File: config.mk
export PLATFORM = sky130hd
export DESIGN_NAME = base64_stream_encoder_unit_flat
export DESIGN_NICKNAME = d
export VERILOG_FILES = /design/src/b64enc_pkg.sv /design/src/b64enc_req_if.sv /design/src/b64enc_rsp_if.sv /design/src/b64enc_queue.sv /design/src/b64enc_front.sv /design/src/b64enc_back.sv /design/src/base64_stream_encoder_unit.sv /design/src/flat_wrapper.sv
export VERILOG_INCLUDE_DIRS = /design/src /design/src/src
export SDC_FILE = /design/constraint.sdc
export NUM_CORES = 1
export LEC_CHECK = 0
export ABC_CLOCK_PERIOD_IN_PS = 10200
export BUFFER_PORTS_ARGS = -buffer_cell sky130_fd_sc_hd__buf_2
export CAP_MARGIN = 0
export CORE_UTILIZATION = 29
export CTS_CLUSTER_DIAMETER = 80
export DETAILED_ROUTE_END_ITERATION = 16
export GPL_TIMING_DRIVEN = 0
export RECOVER_POWER = 25
export SYNTH_ARGS = -nofsm -noshare
export SYNTH_HDL_FRONTEND = slang
export SYNTH_SLANG_ARGS = --single-unit
File: constraint.sdc
create_clock -name clock -period 10.2 [get_ports clock]
set_clock_uncertainty 0.2 [all_clocks]
set_input_delay 2.04 -clock clock [delete_from_list [all_inputs] [get_ports clock]]
set_output_delay 2.04 -clock clock [all_outputs]
set_load 0.02 [all_outputs]
File: src/base64_stream_encoder_unit_assert.svh
// Assertion macros for the base64 stream encoder, removed when SYNTH is defined.
`ifndef BASE64_STREAM_ENCODER_UNIT_ASSERT_SVH
`define BASE64_STREAM_ENCODER_UNIT_ASSERT_SVH

`ifndef SYNTH
// Property must hold at every clock edge outside reset.
`define B64_ASSERT(label, clk, rst, prop) \
   label: assert property (@(posedge clk) disable iff (rst) (prop)) \
      else $error("base64 encoder assertion failed");
// Expression must never be true outside reset.
`define B64_ASSERT_NEVER(label, clk, rst, expr) \
   label: assert property (@(posedge clk) disable iff (rst) !(expr)) \
      else $error("base64 encoder forbidden condition seen");
`else
`define B64_ASSERT(label, clk, rst, prop)
`define B64_ASSERT_NEVER(label, clk, rst, expr)
`endif

`endif

File: src/b64enc_pkg.sv
// Shared types, constants and the character table of the base64 stream encoder.
package b64enc_pkg;

   localparam int unsigned LIMIT_W     = 16;
   localparam int unsigned LEN_W       = 16;
   localparam int unsigned QUEUE_DEPTH = 2;

   localparam logic [LIMIT_W-1:0] LIMIT_RESET = 16'hFFFF;
   localparam logic [LEN_W-1:0]   LEN_MAX     = 16'hFFFF;

   // Bytes held in a group, and the character slot that ends a group.
   localparam logic [1:0] GROUP_ONE   = 2'd1;
   localparam logic [1:0] GROUP_TWO   = 2'd2;
   localparam logic [1:0] GROUP_FULL  = 2'd3;
   localparam logic [1:0] SLOT_FIRST  = 2'd0;
   localparam logic [1:0] SLOT_SECOND = 2'd1;
   localparam logic [1:0] SLOT_THIRD  = 2'd2;
   localparam logic [1:0] SLOT_LAST   = 2'd3;
   localparam logic [2:0] CHARS_PER_GROUP = 3'd4;

   localparam logic [6:0] PAD_CODE = 7'd64;

   // One unit of work handed from the front end to the back end.
   typedef struct packed {
      logic              emit;      // four characters follow; else a bare end word
      logic [1:0]        total;     // source bytes in the group
      logic [23:0]       group;     // first byte in bits 23..16
      logic              last;      // message ends with this job
      logic              truncated;
      logic [LEN_W-1:0]  enc_len;
   } job_type;

   typedef struct packed {
      logic full;
      logic not_empty;
   } queue_status_type;

   // Base64 alphabet; code 64 gives the padding character.
   function automatic logic [7:0] b64_char(input logic [6:0] code);
      logic [7:0] code_ext;
      logic [7:0] ch;
      code_ext = {1'b0, code};
      if (code < 7'd26) begin
         ch = code_ext + 8'h41;
      end else if (code < 7'd52) begin
         ch = code_ext + 8'd71;
      end else if (code < 7'd62) begin
         ch = code_ext - 8'd4;
      end else if (code == 7'd62) begin
         ch = 8'h2B;
      end else if (code == 7'd63) begin
         ch = 8'h2F;
      end else begin
         ch = 8'h3D;
      end
      return ch;
   endfunction

endpackage

File: src/b64enc_req_if.sv
// Source byte channel of the base64 stream encoder.
interface b64enc_req_if;
   logic       valid;
   logic       ready;
   logic [7:0] data_byte;
   logic       last_byte;

   modport source (output valid, output data_byte, output last_byte, input ready);
   modport sink   (input valid, input data_byte, input last_byte, output ready);
endinterface

File: src/b64enc_rsp_if.sv
// Character result channel of the base64 stream encoder.
interface b64enc_rsp_if;
   logic        valid;
   logic        ready;
   logic [7:0]  out_char;
   logic        char_valid;
   logic        last_char;
   logic        truncated;
   logic [15:0] encoded_length;

   modport source (output valid, output out_char, output char_valid, output last_char,
                   output truncated, output encoded_length, input ready);
   modport sink   (input valid, input out_char, input char_valid, input last_char,
                   input truncated, input encoded_length, output ready);
endinterface

File: src/b64enc_queue.sv
// Two-entry job queue between the encoder front end and back end.
module b64enc_queue
   import b64enc_pkg::*;
(
   input  logic             clock,
   input  logic             reset,
   input  logic             push,
   input  job_type          push_job,
   input  logic             pop,
   output job_type          pop_job,
   output queue_status_type status
);

   localparam int unsigned PTR_W = (QUEUE_DEPTH > 1) ? $clog2(QUEUE_DEPTH) : 1;
   localparam int unsigned CNT_W = $clog2(QUEUE_DEPTH + 1);
   localparam logic [PTR_W-1:0] PTR_END = PTR_W'(QUEUE_DEPTH - 1);
   localparam logic [CNT_W-1:0] CNT_FULL = CNT_W'(QUEUE_DEPTH);

   job_type            entries_ff [QUEUE_DEPTH];
   logic [PTR_W-1:0]   wr_ptr_ff, wr_ptr_in;
   logic [PTR_W-1:0]   rd_ptr_ff, rd_ptr_in;
   logic [CNT_W-1:0]   count_ff, count_in;

   always_comb begin
      wr_ptr_in = wr_ptr_ff;
      rd_ptr_in = rd_ptr_ff;
      count_in  = count_ff;
      if (push) begin
         wr_ptr_in = (wr_ptr_ff == PTR_END) ? '0 : wr_ptr_ff + 1'b1;
      end
      if (pop) begin
         rd_ptr_in = (rd_ptr_ff == PTR_END) ? '0 : rd_ptr_ff + 1'b1;
      end
      if (push && !pop) begin
         count_in = count_ff + 1'b1;
      end else if (pop && !push) begin
         count_in = count_ff - 1'b1;
      end
   end

   always_ff @(posedge clock) begin
      if (reset) begin
         wr_ptr_ff <= '0;
         rd_ptr_ff <= '0;
         count_ff  <= '0;
      end else begin
         wr_ptr_ff <= wr_ptr_in;
         rd_ptr_ff <= rd_ptr_in;
         count_ff  <= count_in;
      end
   end

   always_ff @(posedge clock) begin
      if (push) begin
         entries_ff[wr_ptr_ff] <= push_job;
      end
   end

   assign pop_job          = entries_ff[rd_ptr_ff];
   assign status.full      = (count_ff == CNT_FULL);
   assign status.not_empty = (count_ff != '0);

endmodule

File: src/b64enc_front.sv
// Front end: takes source bytes, builds 3-byte groups, applies the limit, queues jobs.
module b64enc_front
   import b64enc_pkg::*;
#(
   parameter int unsigned COUNT_WIDTH = 16
)
(
   input  logic                clock,
   input  logic                reset,
   b64enc_req_if.sink          req_bus,
   input  logic                csr_wr_en,
   input  logic [LIMIT_W-1:0]  csr_wr_data,
   input  queue_status_type    q_status,
   output logic                q_push,
   output job_type             q_job
);

   logic [LIMIT_W-1:0]     limit_ff;
   logic                   stopped_ff, stopped_in;
   logic [15:0]            pend_ff, pend_in;
   logic [1:0]             pcnt_ff, pcnt_in;
   logic [LIMIT_W-1:0]     chars_ff, chars_in;
   logic [COUNT_WIDTH-1:0] bytes_ff, bytes_in;
   logic [1:0]             phase_ff, phase_in;
   logic [COUNT_WIDTH-1:0] groups_ff, groups_in;

   logic                   accept;
   logic                   bytes_inc;
   logic [1:0]             total;
   logic [23:0]            aligned;
   logic                   closes;
   logic                   fits;
   logic                   emit;
   logic                   stopped_new;
   logic [COUNT_WIDTH+17:0] len_wide;
   logic [LEN_W-1:0]       enc_len;

   assign req_bus.ready = !q_status.full;
   assign accept        = req_bus.valid && req_bus.ready;

   always_comb begin
      // Byte count saturates; the group count tracks ceil(bytes/3) alongside it.
      bytes_inc = !(&bytes_ff);
      bytes_in  = bytes_inc ? bytes_ff + 1'b1 : bytes_ff;
      phase_in  = phase_ff;
      groups_in = groups_ff;
      if (bytes_inc) begin
         phase_in = (phase_ff == GROUP_TWO) ? 2'd0 : phase_ff + 1'b1;
         if (phase_ff == 2'd0) begin
            groups_in = groups_ff + 1'b1;
         end
      end
      len_wide = {16'd0, groups_in, 2'b00};
      enc_len  = (|len_wide[COUNT_WIDTH+17:LEN_W]) ? LEN_MAX : len_wide[LEN_W-1:0];

      total = pcnt_ff + 1'b1;
      unique case (total)
         GROUP_ONE:  aligned = {req_bus.data_byte, 16'd0};
         GROUP_TWO:  aligned = {pend_ff[7:0], req_bus.data_byte, 8'd0};
         default:    aligned = {pend_ff, req_bus.data_byte};
      endcase

      closes      = !stopped_ff && ((total == GROUP_FULL) || req_bus.last_byte);
      fits        = ({1'b0, chars_ff} + 17'(CHARS_PER_GROUP)) <= {1'b0, limit_ff};
      emit        = closes && fits;
      stopped_new = stopped_ff || (closes && !fits);

      stopped_in = stopped_new;
      pend_in    = pend_ff;
      pcnt_in    = pcnt_ff;
      chars_in   = chars_ff;
      if (closes) begin
         pend_in = '0;
         pcnt_in = '0;
         if (emit) begin
            chars_in = chars_ff + LIMIT_W'(CHARS_PER_GROUP);
         end
      end else if (!stopped_ff) begin
         pend_in = aligned[23:8] >> 0;
         pend_in = {pend_ff[7:0], req_bus.data_byte};
         pcnt_in = total;
      end
      if (req_bus.last_byte) begin
         stopped_in = 1'b0;
         pend_in    = '0;
         pcnt_in    = '0;
         chars_in   = '0;
         bytes_in   = '0;
         phase_in   = '0;
         groups_in  = '0;
      end
   end

   assign q_push          = accept && (emit || req_bus.last_byte);
   assign q_job.emit      = emit;
   assign q_job.total     = total;
   assign q_job.group     = aligned;
   assign q_job.last      = req_bus.last_byte;
   assign q_job.truncated = req_bus.last_byte && stopped_new;
   assign q_job.enc_len   = req_bus.last_byte ? enc_len : '0;

   always_ff @(posedge clock) begin
      if (reset) begin
         limit_ff   <= LIMIT_RESET;
         stopped_ff <= 1'b0;
         pend_ff    <= '0;
         pcnt_ff    <= '0;
         chars_ff   <= '0;
         bytes_ff   <= '0;
         phase_ff   <= '0;
         groups_ff  <= '0;
      end else begin
         if (csr_wr_en) begin
            limit_ff <= csr_wr_data;
         end
         if (accept) begin
            stopped_ff <= stopped_in;
            pend_ff    <= pend_in;
            pcnt_ff    <= pcnt_in;
            chars_ff   <= chars_in;
            bytes_ff   <= bytes_in;
            phase_ff   <= phase_in;
            groups_ff  <= groups_in;
         end
      end
   end

endmodule

File: src/b64enc_back.sv
// Back end: takes one job at a time and sends its characters, one word per cycle while rsp_bus.ready is high.
module b64enc_back
   import b64enc_pkg::*;
(
   input  logic             clock,
   input  logic             reset,
   input  queue_status_type q_status,
   input  job_type          q_job,
   output logic             q_pop,
   b64enc_rsp_if.source     rsp_bus
);

   logic        busy_ff, busy_in;
   job_type     job_ff;
   logic [1:0]  slot_ff, slot_in;

   logic        is_final;
   logic        done;
   logic [6:0]  code;

   assign is_final = !job_ff.emit || (slot_ff == SLOT_LAST);
   assign done     = busy_ff && rsp_bus.ready && is_final;
   assign q_pop    = q_status.not_empty && (!busy_ff || done);

   always_comb begin
      unique case (slot_ff)
         SLOT_FIRST:  code = {1'b0, job_ff.group[23:18]};
         SLOT_SECOND: code = {1'b0, job_ff.group[17:12]};
         SLOT_THIRD:  code = (job_ff.total != GROUP_ONE) ? {1'b0, job_ff.group[11:6]}
                                                         : PAD_CODE;
         default:     code = (job_ff.total == GROUP_FULL) ? {1'b0, job_ff.group[5:0]}
                                                          : PAD_CODE;
      endcase

      busy_in = busy_ff;
      slot_in = slot_ff;
      if (q_pop) begin
         busy_in = 1'b1;
         slot_in = SLOT_FIRST;
      end else if (done) begin
         busy_in = 1'b0;
      end else if (busy_ff && rsp_bus.ready) begin
         slot_in = slot_ff + 1'b1;
      end
   end

   assign rsp_bus.valid          = busy_ff;
   assign rsp_bus.char_valid     = job_ff.emit;
   assign rsp_bus.out_char       = job_ff.emit ? b64_char(code) : 8'd0;
   assign rsp_bus.last_char      = job_ff.last && is_final;
   assign rsp_bus.truncated      = job_ff.last && is_final && job_ff.truncated;
   assign rsp_bus.encoded_length = (job_ff.last && is_final) ? job_ff.enc_len : '0;

   always_ff @(posedge clock) begin
      if (reset) begin
         busy_ff <= 1'b0;
         slot_ff <= '0;
      end else begin
         busy_ff <= busy_in;
         slot_ff <= slot_in;
      end
   end

   always_ff @(posedge clock) begin
      if (q_pop) begin
         job_ff <= q_job;
      end
   end

endmodule

File: src/base64_stream_encoder_unit.sv
// Top level of the base64 stream encoder: front end, job queue and character back end.
//
//   channel   direction  handshake          word
//   req_bus   in         valid / ready      data_byte, last_byte
//   rsp_bus   out        valid / ready      out_char, char_valid, last_char,
//                                           truncated, encoded_length
//   csr_*     in         csr_wr_en only     csr_wr_data = out_limit
//
// The front end takes one source byte per cycle while the two-entry job queue has room.
// The back end sends one character word per cycle while rsp_bus.ready is high, and a
// full 3-byte group gives four character words at the result port. A group's first
// character is valid once its job has passed the job queue and the back end's job_ff.
// Reset is synchronous and clears all message state; out_limit returns to 65535.
// A stall on the result side fills the queue and then drops req_bus.ready.
`include "base64_stream_encoder_unit_assert.svh"

module base64_stream_encoder_unit
   import b64enc_pkg::*;
#(
   parameter int unsigned COUNT_WIDTH = 16
)
(
   input  logic                clock,
   input  logic                reset,
   b64enc_req_if.sink          req_bus,
   b64enc_rsp_if.source        rsp_bus,
   input  logic                csr_wr_en,
   input  logic [LIMIT_W-1:0]  csr_wr_data
);

   // Jobs: either one finished group (four characters, padded as needed) or a
   // bare end word when the message closes with nothing left to send.
   logic             q_push;
   logic             q_pop;
   job_type          push_job;
   job_type          pop_job;
   queue_status_type q_status;

   b64enc_front #(
      .COUNT_WIDTH (COUNT_WIDTH)
   ) u_front (
      .clock       (clock),
      .reset       (reset),
      .req_bus     (req_bus),
      .csr_wr_en   (csr_wr_en),
      .csr_wr_data (csr_wr_data),
      .q_status    (q_status),
      .q_push      (q_push),
      .q_job       (push_job)
   );

   b64enc_queue u_queue (
      .clock    (clock),
      .reset    (reset),
      .push     (q_push),
      .push_job (push_job),
      .pop      (q_pop),
      .pop_job  (pop_job),
      .status   (q_status)
   );

   b64enc_back u_back (
      .clock    (clock),
      .reset    (reset),
      .q_status (q_status),
      .q_job    (pop_job),
      .q_pop    (q_pop),
      .rsp_bus  (rsp_bus)
   );

   // The front end never writes into a full queue, and the back end never reads an empty one.
   `B64_ASSERT_NEVER(a_no_push_full, clock, reset, q_push && q_status.full)
   `B64_ASSERT_NEVER(a_no_pop_empty, clock, reset, q_pop && !q_status.not_empty)
   // A word without a character is only ever the closing word of a message.
   `B64_ASSERT(a_bare_is_last, clock, reset,
      (rsp_bus.valid && !rsp_bus.char_valid) |-> rsp_bus.last_char)
   // Status fields stay zero on every word but the closing one.
   `B64_ASSERT(a_status_on_last, clock, reset,
      (rsp_bus.valid && !rsp_bus.last_char) |->
         (!rsp_bus.truncated && rsp_bus.encoded_length == '0))

endmodule

File: src/flat_wrapper.sv
// flat-port wrapper written by rule: the top's interface ports become plain ports
module base64_stream_encoder_unit_flat import b64enc_pkg::*;
#(
   parameter int unsigned COUNT_WIDTH = 16
)
  (clock, reset, csr_wr_en, csr_wr_data, req_bus_valid, req_bus_data_byte, req_bus_last_byte, req_bus_ready, rsp_bus_valid, rsp_bus_out_char, rsp_bus_char_valid, rsp_bus_last_char, rsp_bus_truncated, rsp_bus_encoded_length, rsp_bus_ready);
  b64enc_req_if req_bus_i ();
  b64enc_rsp_if rsp_bus_i ();
  input  logic clock;
  input  logic reset;
  input  logic csr_wr_en;
  input  logic [LIMIT_W-1:0] csr_wr_data;
  input wire logic [$bits(req_bus_i.valid)-1:0] req_bus_valid;
  input wire logic [$bits(req_bus_i.data_byte)-1:0] req_bus_data_byte;
  input wire logic [$bits(req_bus_i.last_byte)-1:0] req_bus_last_byte;
  output wire logic [$bits(req_bus_i.ready)-1:0] req_bus_ready;
  output wire logic [$bits(rsp_bus_i.valid)-1:0] rsp_bus_valid;
  output wire logic [$bits(rsp_bus_i.out_char)-1:0] rsp_bus_out_char;
  output wire logic [$bits(rsp_bus_i.char_valid)-1:0] rsp_bus_char_valid;
  output wire logic [$bits(rsp_bus_i.last_char)-1:0] rsp_bus_last_char;
  output wire logic [$bits(rsp_bus_i.truncated)-1:0] rsp_bus_truncated;
  output wire logic [$bits(rsp_bus_i.encoded_length)-1:0] rsp_bus_encoded_length;
  input wire logic [$bits(rsp_bus_i.ready)-1:0] rsp_bus_ready;
  assign req_bus_i.valid = req_bus_valid;
  assign req_bus_i.data_byte = req_bus_data_byte;
  assign req_bus_i.last_byte = req_bus_last_byte;
  assign req_bus_ready = req_bus_i.ready;
  assign rsp_bus_valid = rsp_bus_i.valid;
  assign rsp_bus_out_char = rsp_bus_i.out_char;
  assign rsp_bus_char_valid = rsp_bus_i.char_valid;
  assign rsp_bus_last_char = rsp_bus_i.last_char;
  assign rsp_bus_truncated = rsp_bus_i.truncated;
  assign rsp_bus_encoded_length = rsp_bus_i.encoded_length;
  assign rsp_bus_i.ready = rsp_bus_ready;
  base64_stream_encoder_unit #(.COUNT_WIDTH(COUNT_WIDTH)) u_core (.clock(clock), .reset(reset), .req_bus(req_bus_i), .rsp_bus(rsp_bus_i), .csr_wr_en(csr_wr_en), .csr_wr_data(csr_wr_data));
endmodule
==> results.json <==
{
  "final.setup.tns_ns": 0,
  "grt_pass1_wl_mm": 35.69,
  "peakVddDrop_mv": 0.1144,
  "utilization": 0.3453,
  "core_sq_um": 34710,
  "finalPower_mw": 2.748,
  "cp_data_required_time_ns": 7.96,
  "multi_input_area_sq_um": 4203,
  "synth.distinct_cells": 61,
  "async_flop_share": 0,
  "power.leakage_nw": 4.458,
  "synth_top_area_cell": "edfxtp_1",
  "crit_buf_inv": 5,
  "critPathKind": "flip-flop to output port",
  "dieArea_sq_um": 36200,
  "synth_most_common_cell": "edfxtp_1",
  "placed_area_sq_um": 11210,
  "cpMostUsedCell": "inv_1",
  "p_per_area_nw_per_um2": 229.3,
  "crit_chain": "inv_1 > ha_1 > a22oi_1 > o21ai_0 > a22o_1 > buf_2 > inv_1 > ha_1 > inv_1 > a21oi_1 > xnor2_1 > nor3_1 > mux2i_1 > and3_1 > buf_2",
  "drv_cap": 0,
  "cts_resized": 0,
  "fp-row-count": 68,
  "cts_hold_buf": 0,
  "initial_core_util": 0.2961,
  "yosysWarningCount": 0,
  "synth.avg_cell_area_sq_um": 10.84,
  "fillers": 3485,
  "period_minus_slack_ns": 5.527,
  "numPlacedInstances": 1462,
  "syn2layout_area_growth_pct": 16.61,
  "critical-path-max-stage-delay_ns": 0.36,
  "viasPerCell": 4.751,
  "clock-sinks": 222,
  "io_buffers": 56,
  "regArea_sq_um": 5766,
  "synth_area_leaders": "edfxtp_1 39%, dfxtp_1 18%, mux2_2 4.9%, nand2_1 3.7%, ha_1 3.7%",
  "grt_pass1_vias": 6916,
  "finalMaxSlewViolations": 0,
  "dp_hpwl_mm": 15.34,
  "final_antenna_net_count": 0,
  "synth_seq_cells": 222,
  "synth_top_area_share": 0.3856,
  "endpoint_kind": "output port",
  "drtIter0Drc": 332,
  "timing.final.ws_setup_ns": 4.673,
  "synth-edff-count": 132,
  "syn_nets": 1008,
  "die_h_um": 190.3,
  "cts_tree": "done",
  "dr_total_vias": 7155,
  "wire_per_inst_um": 14.44,
  "slew_headroom": 0.2977,
  "drc": 0,
  "place_ws_ns": 5.141,
  "die_w_um": 190.3,
  "syn_area_sq_um": 10280,
  "clk_latency_ns": 0.52,
  "finalWirelength_mm": 21.74,
  "root_buffer": "clkbuf_16",
  "instances_no_fill": 1506,
  "ioPinCount": 59,
  "dr.pass1.iters": 5,
  "post_route_cells_drive_above_1_share": 0.1475,
  "cts_setup_buffers": 0,
  "finalHoldViolCount": 0,
  "antenna_found_initial": 1,
  "hp-class": "flip-flop to flip-flop",
  "hold_slack_ns": 0.2728,
  "htreeDepth": 1,
  "rsz0062_at_grt": "false",
  "clock_path_buffers": 3,
  "yosysSeqAreaShare": 0.5609,
  "cp_max_fo": 8,
  "grt.overflow.total": 0,
  "final_area_sq_um": 11990,
  "gp_congestion": 0.8228,
  "crit_family": "compound AO/OA/AOI/OAI gates",
  "grt_use_total": 0.1206,
  "grt_max_degree": 33,
  "fmax_mhz": 180.9,
  "synthFlopType": "edfxtp_1",
  "cpMaxStageDelayCell": "dfxtp_1",
  "status": "completed",
  "fin_crit_sh": 0.5418,
  "synthTopCellsByCount": "132 x edfxtp_1, 102 x nand2_1, 90 x dfxtp_1",
  "numCtsBuffers": 24,
  "worstSetupStartpointType": "flip-flop",
  "fin_nets": 1093,
  "num_antenna_cells": 0,
  "setup_violations": 0,
  "worstPathArrival_ns": 3.29,
  "synthCells": 948,
  "tightest_slew_ns": 1.039,
  "clkSlewWorstSetupHoldPaths_ns": 0.06
}
## where the power goes
part           total [mW]  switching (mW)  internal [mW]  leakage (nW)
logic               0.695           0.425          0.270          2.09
clock network       0.864           0.340          0.523         0.389
registers            1.19          0.0510           1.14          1.98
## layer usage
layer  GRT usage  vias up  routed length (um)
met4     0.03508        2                 462
met5           0        -                  13
met2      0.1992      126               10090
met3     0.02043       30                1007
met1      0.1614     3367               10170
li1            -     3630                   -
## state kept, by name (all words and copies together) (netlist names), 14 cells and up
signal	count
u_core.u_front.chars_ff	14
u_core.u_front.bytes_ff	16
u_core.u_front.groups_ff	16
u_core.u_queue.entries_ff	88
u_core.u_front.pend_ff	16
u_core.u_front.limit_ff	16
u_core.u_back.job_ff	43
## cells in the final DEF, fill, tap and decap left out, types with 25 or more instances in the layout
cell type / count
edfxtp_1: 132
nand2_1: 102
dfxtp_1: 90
nor2_1: 62
a21oi_1: 56
o21ai_0: 53
clkbuf_1: 53
buf_2: 51
mux2_2: 41
nor3_1: 32
inv_1: 30
ha_1: 30
and3_1: 28
nand3_1: 25
clkbuf_16: 25
## path summary, 6_finish.rpt
kind / startpoint / endpoint / slack (ns) / depth (start not counted)
worst min register to register: u_core.u_front.limit_ff[1] / u_core.u_front.limit_ff[1] / 0.27 / 2
worst max register to register: u_core.u_front.chars_ff[4] / u_core.u_queue.entries_ff[0][22] / 5.11 / 14
worst min-delay path: u_core.u_front.limit_ff[1] / u_core.u_front.limit_ff[1] / 0.27 / 2
worst max-delay path: u_core.u_back.slot_ff[0] / rsp_bus_out_char[4] / 4.67 / 15
## kinds of logic (layout without fill, tap and decap cells)
family	after synthesis	in the layout	share of synthesized area
buf+inv	79	182	0.03225
xor+xnor	42	42	0.03578
mux	55	55	0.05903
compound gates	186	186	0.1145
other cells	1	1	0.0003648
fa+ha+maj	30	30	0.03651
simple gates	333	333	0.1607
flops	222	222	0.5609
## layout make-up
| class | count | share of cell area |
|---|---|---|
| Multi-Input combinational cell | 647 | 0.3506 |
| Tap cell | 455 | 0.04749 |
| Inverter | 33 | 0.01033 |
| Clock inverter | 7 | 0.007411 |
| Buffer | 46 | 0.01733 |
| Sequential cell | 222 | 0.4810 |
| Timing Repair Buffer | 59 | 0.02745 |
| Clock buffer | 37 | 0.05845 |
## worst register-to-register path, cell delays in order, from the launching register on
cell     delay (ns)
dfxtp_1        0.44
nand3_1        0.20
nor3_1         0.49
and3_1         0.24
nor2b_1        0.05
or2_2          0.32
ha_1           0.31
nand3_1        0.11
or4_1          0.55
or3_1          0.38
o21ai_2        0.12
nand2_1        0.17
o31ai_4        0.32
nor2b_4        0.55
buf_12         0.27
(Power assumes the default switching activity.)
